## src/hdl/cfsd_pkg.sv

```systemverilog
`timescale 1ns / 1ps

package cfsd_pkg;

   // Queue between front and back
   localparam int FifoDepth = 4;
   localparam int FifoPtrW  = $clog2(FifoDepth);

   // Received identifiers
   localparam logic [28:0] ID_SOC       = 29'h355;
   localparam logic [28:0] ID_PACK      = 29'h356;
   localparam logic [28:0] ID_BMS       = 29'h373;
   localparam logic [28:0] ID_RPM       = 29'h1DA;
   localparam logic [28:0] ID_MOTOR     = 29'h55A;
   localparam logic [28:0] ID_SHUNT_I   = 29'h521;
   localparam logic [28:0] ID_SHUNT_U   = 29'h522;
   localparam logic [28:0] ID_SHUNT_KW  = 29'h526;
   localparam logic [28:0] ID_SHUNT_AH  = 29'h527;
   localparam logic [28:0] ID_SHUNT_KWH = 29'h528;
   localparam logic [28:0] ID_LV        = 29'h39F;
   localparam logic [28:0] ID_PLUG      = 29'h323;
   localparam logic [28:0] ID_CHARGER   = 29'h33B;

   localparam logic [28:0] OWN_ID_RESET = 29'h7FF;

   // Signal codes on the result channel
   localparam logic [4:0] SIG_NONE         = 5'd0;
   localparam logic [4:0] SIG_SOC          = 5'd1;
   localparam logic [4:0] SIG_PACK_VOLT    = 5'd2;
   localparam logic [4:0] SIG_TEMP_MAX     = 5'd3;
   localparam logic [4:0] SIG_CELL_VMIN    = 5'd4;
   localparam logic [4:0] SIG_CELL_VMAX    = 5'd5;
   localparam logic [4:0] SIG_TEMP_MIN     = 5'd6;
   localparam logic [4:0] SIG_RPM          = 5'd7;
   localparam logic [4:0] SIG_MOTOR_TEMP   = 5'd8;
   localparam logic [4:0] SIG_INV_TEMP     = 5'd9;
   localparam logic [4:0] SIG_SHUNT_I      = 5'd10;
   localparam logic [4:0] SIG_SHUNT_U      = 5'd11;
   localparam logic [4:0] SIG_SHUNT_KW     = 5'd12;
   localparam logic [4:0] SIG_SHUNT_AH     = 5'd13;
   localparam logic [4:0] SIG_SHUNT_KWH    = 5'd14;
   localparam logic [4:0] SIG_LV_MV        = 5'd15;
   localparam logic [4:0] SIG_LV_AMPS      = 5'd16;
   localparam logic [4:0] SIG_PLUG         = 5'd17;
   localparam logic [4:0] SIG_CHARGER_TEMP = 5'd18;
   localparam logic [4:0] SIG_COLLISION    = 5'd19;

   // Frame class decided by the front
   typedef enum logic [3:0] {
      KIND_NONE,
      KIND_SOC,
      KIND_PACK,
      KIND_BMS,
      KIND_RPM,
      KIND_MOTOR,
      KIND_SHUNT_I,
      KIND_SHUNT_U,
      KIND_SHUNT_KW,
      KIND_SHUNT_AH,
      KIND_SHUNT_KWH,
      KIND_LV,
      KIND_PLUG,
      KIND_CHARGER,
      KIND_COLLISION
   } kind_type;

   typedef struct packed {
      logic [28:0] frame_id;
      logic [3:0]  frame_len;
      logic [63:0] payload;
   } req_type;

   typedef struct packed {
      logic [4:0]         signal_code;
      logic signed [31:0] signal_value;
      logic [31:0]        frame_number;
      logic               last_of_frame;
   } rsp_type;

   // One classified frame waiting for the back
   typedef struct packed {
      kind_type    kind;
      logic [1:0]  last_idx;
      logic [63:0] bytes;
      logic [31:0] frame_number;
   } entry_type;

endpackage

```

## src/hdl/cfsd_front.sv

```systemverilog
`timescale 1ns / 1ps

module cfsd_front (
   input  logic               clock,
   input  logic               reset,
   input  logic               req_valid,
   output logic               req_stall,
   input  cfsd_pkg::req_type  req_data,
   input  logic               csr_valid,
   output logic               csr_ready,
   input  logic [28:0]        csr_data,
   input  logic               fifo_full,
   output logic               push,
   output cfsd_pkg::entry_type entry
);
   import cfsd_pkg::*;

   logic [28:0] own_id_ff, own_id_in;
   logic [31:0] count_ff, count_in;
   logic [3:0]  len_c;
   logic [63:0] bytes_c;
   kind_type    kind_c;
   logic [1:0]  last_c;

   assign csr_ready = 1'b1;
   assign req_stall = fifo_full;
   assign push      = req_valid && !fifo_full;

   // Register write and frame counter
   always_comb begin
      own_id_in = csr_valid ? csr_data : own_id_ff;
      count_in  = push ? count_ff + 32'd1 : count_ff;
   end

   always_ff @(posedge clock) begin
      if (reset) begin
         own_id_ff <= OWN_ID_RESET;
         count_ff  <= '0;
      end else begin
         own_id_ff <= own_id_in;
         count_ff  <= count_in;
      end
   end

   // Clamp length and zero bytes past it
   always_comb begin
      len_c = (req_data.frame_len > 4'd8) ? 4'd8 : req_data.frame_len;
      for (int i = 0; i < 8; i++) begin
         bytes_c[8*i +: 8] = (4'(i) < len_c) ? req_data.payload[8*i +: 8] : 8'h00;
      end
   end

   // Classify identifier; known IDs take priority over the own ID
   always_comb begin
      kind_c = KIND_NONE;
      last_c = 2'd0;
      case (req_data.frame_id)
         ID_SOC: begin
            if (len_c >= 4'd1) kind_c = KIND_SOC;
         end
         ID_PACK: begin
            if (len_c >= 4'd6) begin
               kind_c = KIND_PACK;
               last_c = 2'd1;
            end
         end
         ID_BMS: begin
            if (len_c >= 4'd8) begin
               kind_c = KIND_BMS;
               last_c = 2'd3;
            end
         end
         ID_RPM: begin
            if (len_c >= 4'd6) kind_c = KIND_RPM;
         end
         ID_MOTOR: begin
            if (len_c >= 4'd3) begin
               kind_c = KIND_MOTOR;
               last_c = 2'd1;
            end
         end
         ID_SHUNT_I:   kind_c = KIND_SHUNT_I;
         ID_SHUNT_U:   kind_c = KIND_SHUNT_U;
         ID_SHUNT_KW:  kind_c = KIND_SHUNT_KW;
         ID_SHUNT_AH:  kind_c = KIND_SHUNT_AH;
         ID_SHUNT_KWH: kind_c = KIND_SHUNT_KWH;
         ID_LV: begin
            if (len_c >= 4'd5) begin
               kind_c = KIND_LV;
               last_c = 2'd1;
            end
         end
         ID_PLUG: begin
            if (len_c >= 4'd6) kind_c = KIND_PLUG;
         end
         ID_CHARGER: begin
            if (len_c >= 4'd4) kind_c = KIND_CHARGER;
         end
         default: begin
            if (req_data.frame_id == own_id_ff) kind_c = KIND_COLLISION;
         end
      endcase
   end

   assign entry.kind         = kind_c;
   assign entry.last_idx     = last_c;
   assign entry.bytes        = bytes_c;
   assign entry.frame_number = count_ff + 32'd1;

endmodule

```

## src/hdl/cfsd_fifo.sv

```systemverilog
`timescale 1ns / 1ps

module cfsd_fifo (
   input  logic                clock,
   input  logic                reset,
   input  logic                push,
   input  cfsd_pkg::entry_type push_data,
   input  logic                pop,
   output cfsd_pkg::entry_type head,
   output logic                empty,
   output logic                full
);
   import cfsd_pkg::*;

   entry_type           mem_ff [FifoDepth];
   logic [FifoPtrW-1:0] wr_ptr_ff, wr_ptr_in;
   logic [FifoPtrW-1:0] rd_ptr_ff, rd_ptr_in;
   logic [FifoPtrW:0]   count_ff, count_in;

   assign empty = (count_ff == '0);
   assign full  = (count_ff == (FifoPtrW+1)'(FifoDepth));
   assign head  = mem_ff[rd_ptr_ff];

   // Pointer and fill update
   always_comb begin
      wr_ptr_in = push ? wr_ptr_ff + 1'b1 : wr_ptr_ff;
      rd_ptr_in = pop  ? rd_ptr_ff + 1'b1 : rd_ptr_ff;
      count_in  = count_ff;
      if (push && !pop) count_in = count_ff + 1'b1;
      else if (!push && pop) count_in = count_ff - 1'b1;
   end

   always_ff @(posedge clock) begin
      if (reset) begin
         wr_ptr_ff <= '0;
         rd_ptr_ff <= '0;
         count_ff  <= '0;
      end else begin
         wr_ptr_ff <= wr_ptr_in;
         rd_ptr_ff <= rd_ptr_in;
         count_ff  <= count_in;
      end
   end

   // Storage
   always_ff @(posedge clock) begin
      if (push) mem_ff[wr_ptr_ff] <= push_data;
   end

endmodule

```

## src/hdl/cfsd_back.sv

```systemverilog
`timescale 1ns / 1ps

module cfsd_back (
   input  logic                clock,
   input  logic                reset,
   input  cfsd_pkg::entry_type head,
   input  logic                empty,
   output logic                pop,
   output logic                rsp_valid,
   input  logic                rsp_stall,
   output cfsd_pkg::rsp_type   rsp_data
);
   import cfsd_pkg::*;

   // (f - 32) * 50 / 9, truncating; /9 done as * 7282 / 65536 folded with * 50
   function automatic logic [31:0] fahr_tenths(input logic [7:0] f);
      logic [9:0]  d;
      logic        neg;
      logic [7:0]  mag;
      logic [26:0] prod;
      logic [31:0] q;
      d    = {2'b00, f} - 10'd32;
      neg  = d[9];
      mag  = neg ? 8'(-d) : d[7:0];
      prod = {19'b0, mag} * 27'd364100;
      q    = {21'b0, prod[26:16]};
      return neg ? -q : q;
   endfunction

   logic [1:0]  idx_ff, idx_in;
   logic        valid_ff, valid_in;
   rsp_type     data_ff, data_in;
   logic        out_free;
   logic        load;
   logic [7:0]  b [8];
   logic [4:0]  code_c;
   logic [31:0] value_c;
   logic [15:0] bms_sel;
   logic [15:0] bms_diff;
   logic [15:0] bms_temp;
   logic [14:0] rpm_raw;
   logic [14:0] lv_mv;
   logic [8:0]  chg_diff;

   assign out_free  = !valid_ff || !rsp_stall;
   assign load      = !empty && out_free;
   assign pop       = load && (idx_ff == head.last_idx);
   assign rsp_valid = valid_ff;
   assign rsp_data  = data_ff;

   always_comb begin
      for (int i = 0; i < 8; i++) b[i] = head.bytes[8*i +: 8];
   end

   // Shared operands
   always_comb begin
      bms_sel  = idx_ff[0] ? {b[7], b[6]} : {b[5], b[4]};
      bms_diff = bms_sel - 16'd273;
      bms_temp = 16'(bms_diff * 16'd10);
      rpm_raw  = {b[4], b[5][7:1]};
      lv_mv    = 15'({7'b0, b[1]} * 15'd125);
      chg_diff = {1'b0, b[3]} - 9'd50;
   end

   // Decode one signal of the head frame
   always_comb begin
      code_c  = SIG_NONE;
      value_c = '0;
      case (head.kind)
         KIND_SOC: begin
            code_c  = SIG_SOC;
            value_c = {24'b0, b[0]};
         end
         KIND_PACK: begin
            if (idx_ff == 2'd0) begin
               code_c  = SIG_PACK_VOLT;
               value_c = {16'b0, b[1], b[0]};
            end else begin
               code_c  = SIG_TEMP_MAX;
               value_c = {{16{b[5][7]}}, b[5], b[4]};
            end
         end
         KIND_BMS: begin
            case (idx_ff)
               2'd0: begin
                  code_c  = SIG_CELL_VMIN;
                  value_c = {16'b0, b[1], b[0]};
               end
               2'd1: begin
                  code_c  = SIG_CELL_VMAX;
                  value_c = {16'b0, b[3], b[2]};
               end
               2'd2: begin
                  code_c  = SIG_TEMP_MIN;
                  value_c = {{16{bms_temp[15]}}, bms_temp};
               end
               default: begin
                  code_c  = SIG_TEMP_MAX;
                  value_c = {{16{bms_temp[15]}}, bms_temp};
               end
            endcase
         end
         KIND_RPM: begin
            code_c = SIG_RPM;
            if (rpm_raw == 15'h7FFF) value_c = '0;
            else if (rpm_raw > 15'h3FFF) value_c = {17'b0, rpm_raw} - 32'h7FFF;
            else value_c = {17'b0, rpm_raw};
         end
         KIND_MOTOR: begin
            if (idx_ff == 2'd0) begin
               code_c  = SIG_MOTOR_TEMP;
               value_c = fahr_tenths(b[1]);
            end else begin
               code_c  = SIG_INV_TEMP;
               value_c = fahr_tenths(b[2]);
            end
         end
         KIND_SHUNT_I: begin
            code_c  = SIG_SHUNT_I;
            value_c = {b[5], b[4], b[3], b[2]};
         end
         KIND_SHUNT_U: begin
            code_c  = SIG_SHUNT_U;
            value_c = {b[5], b[4], b[3], b[2]};
         end
         KIND_SHUNT_KW: begin
            code_c  = SIG_SHUNT_KW;
            value_c = {b[5], b[4], b[3], b[2]};
         end
         KIND_SHUNT_AH: begin
            code_c  = SIG_SHUNT_AH;
            value_c = {b[5], b[4], b[3], b[2]};
         end
         KIND_SHUNT_KWH: begin
            code_c  = SIG_SHUNT_KWH;
            value_c = {b[5], b[4], b[3], b[2]};
         end
         KIND_LV: begin
            if (idx_ff == 2'd0) begin
               code_c  = SIG_LV_MV;
               value_c = {17'b0, lv_mv};
            end else begin
               code_c  = SIG_LV_AMPS;
               value_c = {24'b0, b[4]};
            end
         end
         KIND_PLUG: begin
            code_c  = SIG_PLUG;
            value_c = (b[5] == 8'd1) ? 32'd1 : 32'd0;
         end
         KIND_CHARGER: begin
            code_c  = SIG_CHARGER_TEMP;
            value_c = {{23{chg_diff[8]}}, chg_diff} * 32'd10;
         end
         KIND_COLLISION: begin
            code_c  = SIG_COLLISION;
            value_c = '0;
         end
         default: begin
            code_c  = SIG_NONE;
            value_c = '0;
         end
      endcase
   end

   // Output register and per-frame signal index
   always_comb begin
      idx_in   = idx_ff;
      valid_in = valid_ff;
      data_in  = data_ff;
      if (load) begin
         valid_in              = 1'b1;
         data_in.signal_code   = code_c;
         data_in.signal_value  = $signed(value_c);
         data_in.frame_number  = head.frame_number;
         data_in.last_of_frame = pop;
         idx_in                = pop ? 2'd0 : idx_ff + 2'd1;
      end else if (out_free) begin
         valid_in = 1'b0;
      end
   end

   always_ff @(posedge clock) begin
      if (reset) begin
         idx_ff   <= '0;
         valid_ff <= 1'b0;
      end else begin
         idx_ff   <= idx_in;
         valid_ff <= valid_in;
      end
   end

   always_ff @(posedge clock) begin
      data_ff <= data_in;
   end

endmodule

```

## src/hdl/can_frame_signal_decoder.sv

```systemverilog
`timescale 1ns / 1ps

// CAN frame signal decoder.
// req_*: one received frame per word (id, length code, eight payload bytes),
//   taken when req_valid is high and req_stall low. req_stall rises only
//   while the four-entry frame queue is full.
// rsp_*: decoded signal words, one to four per frame in order, with the
//   running frame number; last_of_frame marks the final word of a frame.
//   A word is taken when rsp_valid is high and rsp_stall low; a stalled word
//   holds in the output register while new frames keep filling the queue.
// csr_*: write of the own transmit id, always ready.
// Path: an accepted frame is written into the queue; its words are decoded from
//   the queue head into the output register, from which they are taken.
// Throughput: one word per cycle out of the decode stage while the queue holds a
//   frame and the output word is not stalled; a frame gives one word per signal.
// Reset clears the counter, the queue, the output valid flag and the signal index,
// and loads the own id with 0x7FF.
module can_frame_signal_decoder (
   input  logic              clock,
   input  logic              reset,
   input  logic              req_valid,
   output logic              req_stall,
   input  cfsd_pkg::req_type req_data,
   output logic              rsp_valid,
   input  logic              rsp_stall,
   output cfsd_pkg::rsp_type rsp_data,
   input  logic              csr_valid,
   output logic              csr_ready,
   input  logic [28:0]       csr_data
);
   import cfsd_pkg::*;

   entry_type push_entry;
   entry_type head;
   logic      push;
   logic      pop;
   logic      empty;
   logic      full;

   cfsd_front u_front (
      .clock     (clock),
      .reset     (reset),
      .req_valid (req_valid),
      .req_stall (req_stall),
      .req_data  (req_data),
      .csr_valid (csr_valid),
      .csr_ready (csr_ready),
      .csr_data  (csr_data),
      .fifo_full (full),
      .push      (push),
      .entry     (push_entry)
   );

   cfsd_fifo u_fifo (
      .clock     (clock),
      .reset     (reset),
      .push      (push),
      .push_data (push_entry),
      .pop       (pop),
      .head      (head),
      .empty     (empty),
      .full      (full)
   );

   cfsd_back u_back (
      .clock     (clock),
      .reset     (reset),
      .head      (head),
      .empty     (empty),
      .pop       (pop),
      .rsp_valid (rsp_valid),
      .rsp_stall (rsp_stall),
      .rsp_data  (rsp_data)
   );

`ifndef NO_ASSERTIONS
   // None, collision and SOC words, each alone in its frame, always end it
   a_single_last : assert property (@(posedge clock) disable iff (reset)
      rsp_valid && (rsp_data.signal_code == SIG_NONE ||
                    rsp_data.signal_code == SIG_COLLISION ||
                    rsp_data.signal_code == SIG_SOC) |-> rsp_data.last_of_frame)
      else $error("single-signal word without last_of_frame");

   // A none word carries zero
   a_none_zero : assert property (@(posedge clock) disable iff (reset)
      rsp_valid && rsp_data.signal_code == SIG_NONE |-> rsp_data.signal_value == 0)
      else $error("none word with nonzero value");

   // Words of one frame follow without a gap
   a_frame_burst : assert property (@(posedge clock) disable iff (reset)
      rsp_valid && !rsp_stall && !rsp_data.last_of_frame |=>
         rsp_valid && rsp_data.frame_number == $past(rsp_data.frame_number))
      else $error("gap or frame change inside a frame");

   // Queue never pops while empty
   a_pop_nonempty : assert property (@(posedge clock) disable iff (reset)
      pop |-> !empty)
      else $error("pop from empty queue");
`endif

endmodule

```

## config.mk

```make
export PLATFORM = sky130hd
export DESIGN_NAME = can_frame_signal_decoder
export DESIGN_NICKNAME = d
export VERILOG_FILES = /design/src/hdl/cfsd_pkg.sv /design/src/hdl/cfsd_front.sv /design/src/hdl/cfsd_fifo.sv /design/src/hdl/cfsd_back.sv /design/src/hdl/can_frame_signal_decoder.sv
export SDC_FILE = /design/constraint.sdc
export NUM_CORES = 1
export LEC_CHECK = 0
export BUFFER_PORTS_ARGS = -buffer_cell sky130_fd_sc_hd__buf_2
export CAP_MARGIN = 20
export CORE_MARGIN = 5
export CORE_UTILIZATION = 54
export DETAILED_ROUTE_END_ITERATION = 7
export PLACE_DENSITY = 0.72
export REMOVE_ABC_BUFFERS = 1
export SYNTH_ARGS = -nofsm -noshare
export SYNTH_HDL_FRONTEND = slang
export SYNTH_HIERARCHICAL = 1
export SYNTH_SLANG_ARGS = --single-unit
export TNS_END_PERCENT = 20
```

## constraint.sdc

```tcl
create_clock -name clock -period 23.3 [get_ports clock]
set_input_delay 1.165 -clock clock [delete_from_list [all_inputs] [get_ports clock]]
set_output_delay 1.165 -clock clock [all_outputs]
set_load 0.01 [all_outputs]
```

==> flow_summary.json, run 1 <==
{
  "avgSynthCellArea_um2": 12.72,
  "finalSetupViolations": 0,
  "grt_pass1_vias": 20910,
  "cpMostUsedCell": "fa_1",
  "dp_hpwl_um": 53310,
  "slew_headroom": 0.2625,
  "design_area_um2": 34620,
  "rrSetupSlack_ps": 14010,
  "layout_commonest_cell": "edfxtp_1",
  "post_cts_buffers": 0,
  "initial_core_util": 0.5436,
  "synth_warnings": 6,
  "drc": 0,
  "die_area_um2": 62880,
  "drv_slew": 0,
  "syn-cell-area_um2": 31300,
  "tightest_slew_ps": 1106,
  "whs_path_depth": 2,
  "worst-path-buf-inv": 3,
  "timing.rr.end": "u_back/rsp_data[56]",
  "crit_family": "adder cells",
  "syn_to_final_growth_pct": 10.60,
  "dr.pass1.iters": 8,
  "vias_per_cell": 5.924,
  "fin_crit_sh": 0.3986,
  "crit_type": "reg2reg",
  "placed_area_um2": 32920,
  "cts_max_level": 2,
  "arrival_ps": 9600,
  "cts_buffer_depth": 3,
  "crit_path_start_kind": "flip-flop",
  "syn_inst": 2460,
  "clkTransAtPathRegs_ps": 60,
  "crit_path_end_kind": "flip-flop",
  "core_um2": 57590,
  "rsz0062_at_grt": "false",
  "root_buffer": "clkbuf_16",
  "grtUsageTotal": 0.2325,
  "ctsHoldBuffers": 0,
  "hold_path.class": "reg2reg",
  "worstRegToRegCells": 23,
  "grt.overflow.total": 0,
  "fmax_ghz": 0.1077,
  "finalHoldViolations": 0,
  "cts_tree": "done",
  "numClockSinks": 547,
  "worstPathCellList": "buf_4 > mux4_2 > or3_1 > a21oi_1 > or3_1 > xor2_1 > ha_1 > fa_1 > inv_1 > fa_1 > inv_1 > fa_1 > ha_1 > or2_2 > a21oi_1 > nor2_1 > o22a_2 > o311ai_4 > nand3_2 > or2_1 > o311a_4 > nor3b_4 > nand3_1",
  "status": "completed",
  "cts_made_buffers": 54,
  "min_from": "u_back/rsp_valid",
  "cp_data_required_time_ps": 23610,
  "drive_above_1_share": 0.1716,
  "cts-resized-gates": 0,
  "setup_tns_ps": 0,
  "grt_pass1_wl_um": 116200,
  "die_h_um": 250.8,
  "routedWlPerCell_um": 21.71,
  "clock_latency_ps": 610,
  "io_pins": 204,
  "postRouteAntennaNets": 0,
  "grt_max_degree": 73,
  "vias": 20430,
  "totalWireLength_um": 74890,
  "cap_violations": 0,
  "fp.dieW_um": 250.8,
  "placementRows": 88,
  "cpPeakStageDelay_ps": 870,
  "nets": 3051,
  "drt_iter0_drc": 1552,
  "cp_max_fo": 35,
  "port_buffers": 201,
  "clock_skew_ps": 23.83,
  "critPathSlowestCell": "dfxtp_4",
  "gp_congestion": 0.9257,
  "antenna_found_initial": 7,
  "most-common-layout-cells": "edfxtp_1 (474), ha_1 (215), buf_2 (201)",
  "holdPathEnd": "u_back/rsp_valid",
  "min_period_ps": 9287
}
## through the flow
step / hold slack [ps] / std cells / setup slack [ps] / util
after floorplan: 460.3 / 2359 / 12120 / -
after global placement: 478.9 / 3345 / 14030 / 0.5717
after detailed placement: 492.7 / 3345 / 13860 / 0.5717
after CTS: 500.8 / 3445 / 13860 / 0.6008
after global routing: 536.9 / 3447 / 13340 / 0.6011
final: 497.5 / 3449 / 14010 / 0.6012
## metal layers
layer	track usage	wire (um)	vias to the layer above
met4	0.06814	2158	8
met2	0.4209	39010	560
met3	0.03445	3631	137
met1	0.2916	30020	10260
met5	0	61	-
li1	-	-	9472
## worst max path at each step
stage / start / end / slack [ps] / depth (start not counted)
after floorplan: flip-flop / u_back/rsp_data[43] / 12120 / 25
after global placement: flip-flop / u_back/rsp_data[50] / 14030 / 23
after detailed placement: flip-flop / u_back/rsp_data[54] / 13860 / 23
after CTS: flip-flop / u_back/rsp_data[54] / 13860 / 25
after global routing: flip-flop / u_back/rsp_data[54] / 13340 / 25
final: flip-flop / u_back/rsp_data[56] / 14010 / 23
## cell type report
class	count	area (um^2)
Multi-Input combinational cell	1621	14390
Sequential cell	547	15700
Inverter	191	718.2
Clock buffer	78	1491
Timing Repair Buffer	222	1170
Fill cell	4476	22960
Clock inverter	22	187.7
Antenna cell	3	7.507
Tap cell	765	957.2
## registers in the layout (all words and copies together) (netlist names), named ones only
name               cells
u_front/own_id_ff     29
u_fifo/rd_ptr_ff       2
u_back/idx_ff          2
u_fifo/wr_ptr_ff       2
u_back/rsp_data       70
u_back/rsp_valid       1
u_fifo/count_ff        3
u_fifo/mem_ff        404
u_front/count_ff      32
## tightest hold or removal path, delay by kind of cell (launching register included)
kind	cells	cell delay, ps
compound gates	1	70
flops	1	310
simple gates	1	70
Power of run 1 is left out: the tool's default activity adds up to more than one toggle a clock period on the data nets, which glitch-free logic cannot reach.
==> run 2: changes to the inputs <==
clock period = 8.7 ns   (was 23.3 ns; I/O delays follow)
==> flow_summary.json, run 2 (same netlist as run 1, synthesis figures left out) <==
{
  "totalWireLength_um": 75060,
  "initial_core_util": 0.5436,
  "grt_pass1_vias": 21160,
  "fin_crit_sh": 0.9163,
  "grt_max_degree": 73,
  "fmax_ghz": 0.1254,
  "grt_use_met2": 0.4164,
  "vias": 20520,
  "drt_iter0_drc": 1584,
  "placementRows": 88,
  "dp_hpwl_um": 53260,
  "crit_path_end_kind": "flip-flop",
  "seqCellArea_um2": 15700,
  "most-common-layout-cells": "edfxtp_1 (474), ha_1 (215), buf_2 (201)",
  "clkTransAtPathRegs_ps": 60,
  "drive_above_1_share": 0.1789,
  "grt_pass1_wl_um": 117700,
  "root_buffer": "clkbuf_16",
  "status": "completed",
  "grt.overflow.total": 0,
  "tightest_slew_ps": 988.1,
  "grt_util_met3": 0.03859,
  "cpMostUsedCell": "inv_1",
  "drv_slew": 0,
  "ctsHoldBuffers": 0,
  "core_um2": 57590,
  "grt-busiest-layer": "met2",
  "clock_skew_ps": 18.34,
  "slew_headroom": 0.3413,
  "hold_path.class": "in2reg",
  "layout.cells.non_filler": 3463,
  "antenna_found_initial": 11,
  "dp_cells": 3356,
  "multi_input_area_um2": 14390,
  "numClockSinks": 547,
  "place_ws_ps": 507.3,
  "post_cts_buffers": 0,
  "setup_ws_ps": 728.5,
  "routedWlPerCell_um": 21.68,
  "min_period_ps": 7971,
  "vias_per_cell": 5.925,
  "io_pins": 204,
  "rsz0062_at_grt": "false",
  "die_area_um2": 62880,
  "die_h_um": 250.8,
  "layout_commonest_cell": "edfxtp_1",
  "cp_data_required_time_ps": 9040,
  "drc": 0,
  "arrival_ps": 8310,
  "regMostFlops": "u_fifo/mem_ff",
  "cpPeakStageDelay_ps": 730,
  "critPathSlowestCell": "mux4_2",
  "cts_tree": "done",
  "finalSetupViolations": 0,
  "port_buffers": 201,
  "cp_max_fo": 18,
  "postRouteAntennaNets": 0,
  "cts_max_level": 2,
  "cap_violations": 0,
  "clock_latency_ps": 610,
  "nets": 3062,
  "use_met1": 0.2965,
  "syn_to_final_growth_pct": 11.38,
  "finalHoldViolations": 0,
  "crit_path_start_kind": "flip-flop",
  "fillCellCount": 4483,
  "cts_made_buffers": 55,
  "fp.dieW_um": 250.8,
  "gp_congestion": 0.9325,
  "largest_reg_flops": 404,
  "grtUsageTotal": 0.2347,
  "crit_type": "reg2reg",
  "cts_buffer_depth": 3,
  "dr.pass1.iters": 7
}
run 2: cell types whose count changed in the layout (fill, tap and decap cells not counted), sizes merged:
cell / previous run / this run
buf: 221 / 232
clkbuf: 79 / 76
clkinv: 17 / 16
diode: 3 / 4
bufinv: 1 / 5
clkinvlp: 2 / 4
run 2: final cells by class:
type / instances / share of cell area
timing repair buffer: 232 / 0.03553
inverter: 191 / 0.02060
clock buffer: 76 / 0.04468
multi-input combinational: 1621 / 0.4128
clock inverter: 27 / 0.008218
tap: 765 / 0.02745
antenna: 4 / 0.0002871
sequential: 547 / 0.4504
run 2: path summary, 6_finish.rpt:
| check | startpoint | endpoint | slack, ps | cells after the start |
|---|---|---|---|---|
| setup / recovery | flip-flop | u_back/rsp_data[43] | 730 | 28 |
| hold / removal | csr_data[5] | u_front/own_id_ff[5] | 40 | 2 |
| setup reg to reg | flip-flop | u_back/rsp_data[43] | 730 | 28 |
| hold reg to reg | u_back/rsp_valid | u_back/rsp_valid | 490 | 2 |
run 2: layer usage:
| metal | routed length (um) | up-vias | share of wire |
|---|---|---|---|
| li1 | - | 9495 | - |
| met3 | 4211 | 141 | 0.056 |
| met4 | 2429 | 12 | 0.032 |
| met2 | 38460 | 626 | 0.51 |
| met5 | 74 | - | 0.00099 |
| met1 | 29880 | 10240 | 0.40 |
run 2: worst max-delay path: cells and delay by family, from the launching register on:
kind	cells	cell delay (ps)
AOI/OAI and AO/OA	3	1130
DFF	1	620
xor gates and xnor gates	1	420
adders and majority gates	7	2550
muxes	2	960
and+or+nand+nor	9	1220
buffers and inverters	6	770
run 2: what timing repair did:
item,CTS,global route
hold endpoints to repair,0,0
setup endpoints to repair,0,1
resized for setup,0,1
run 2: stage by stage:
step,util,cell area [um^2],TNS (ps),hold slack [ps]
after floorplan,-,30780,-68620,460.3
after global placement,0.5730,33000,0,476.4
after detailed placement,0.5731,33000,0,482.0
after CTS,0.6051,34850,0,2.838
after global routing,0.6054,34860,0,14.60
final,0.6054,34860,0,35.45
Power of run 2 is left out for the same reason.
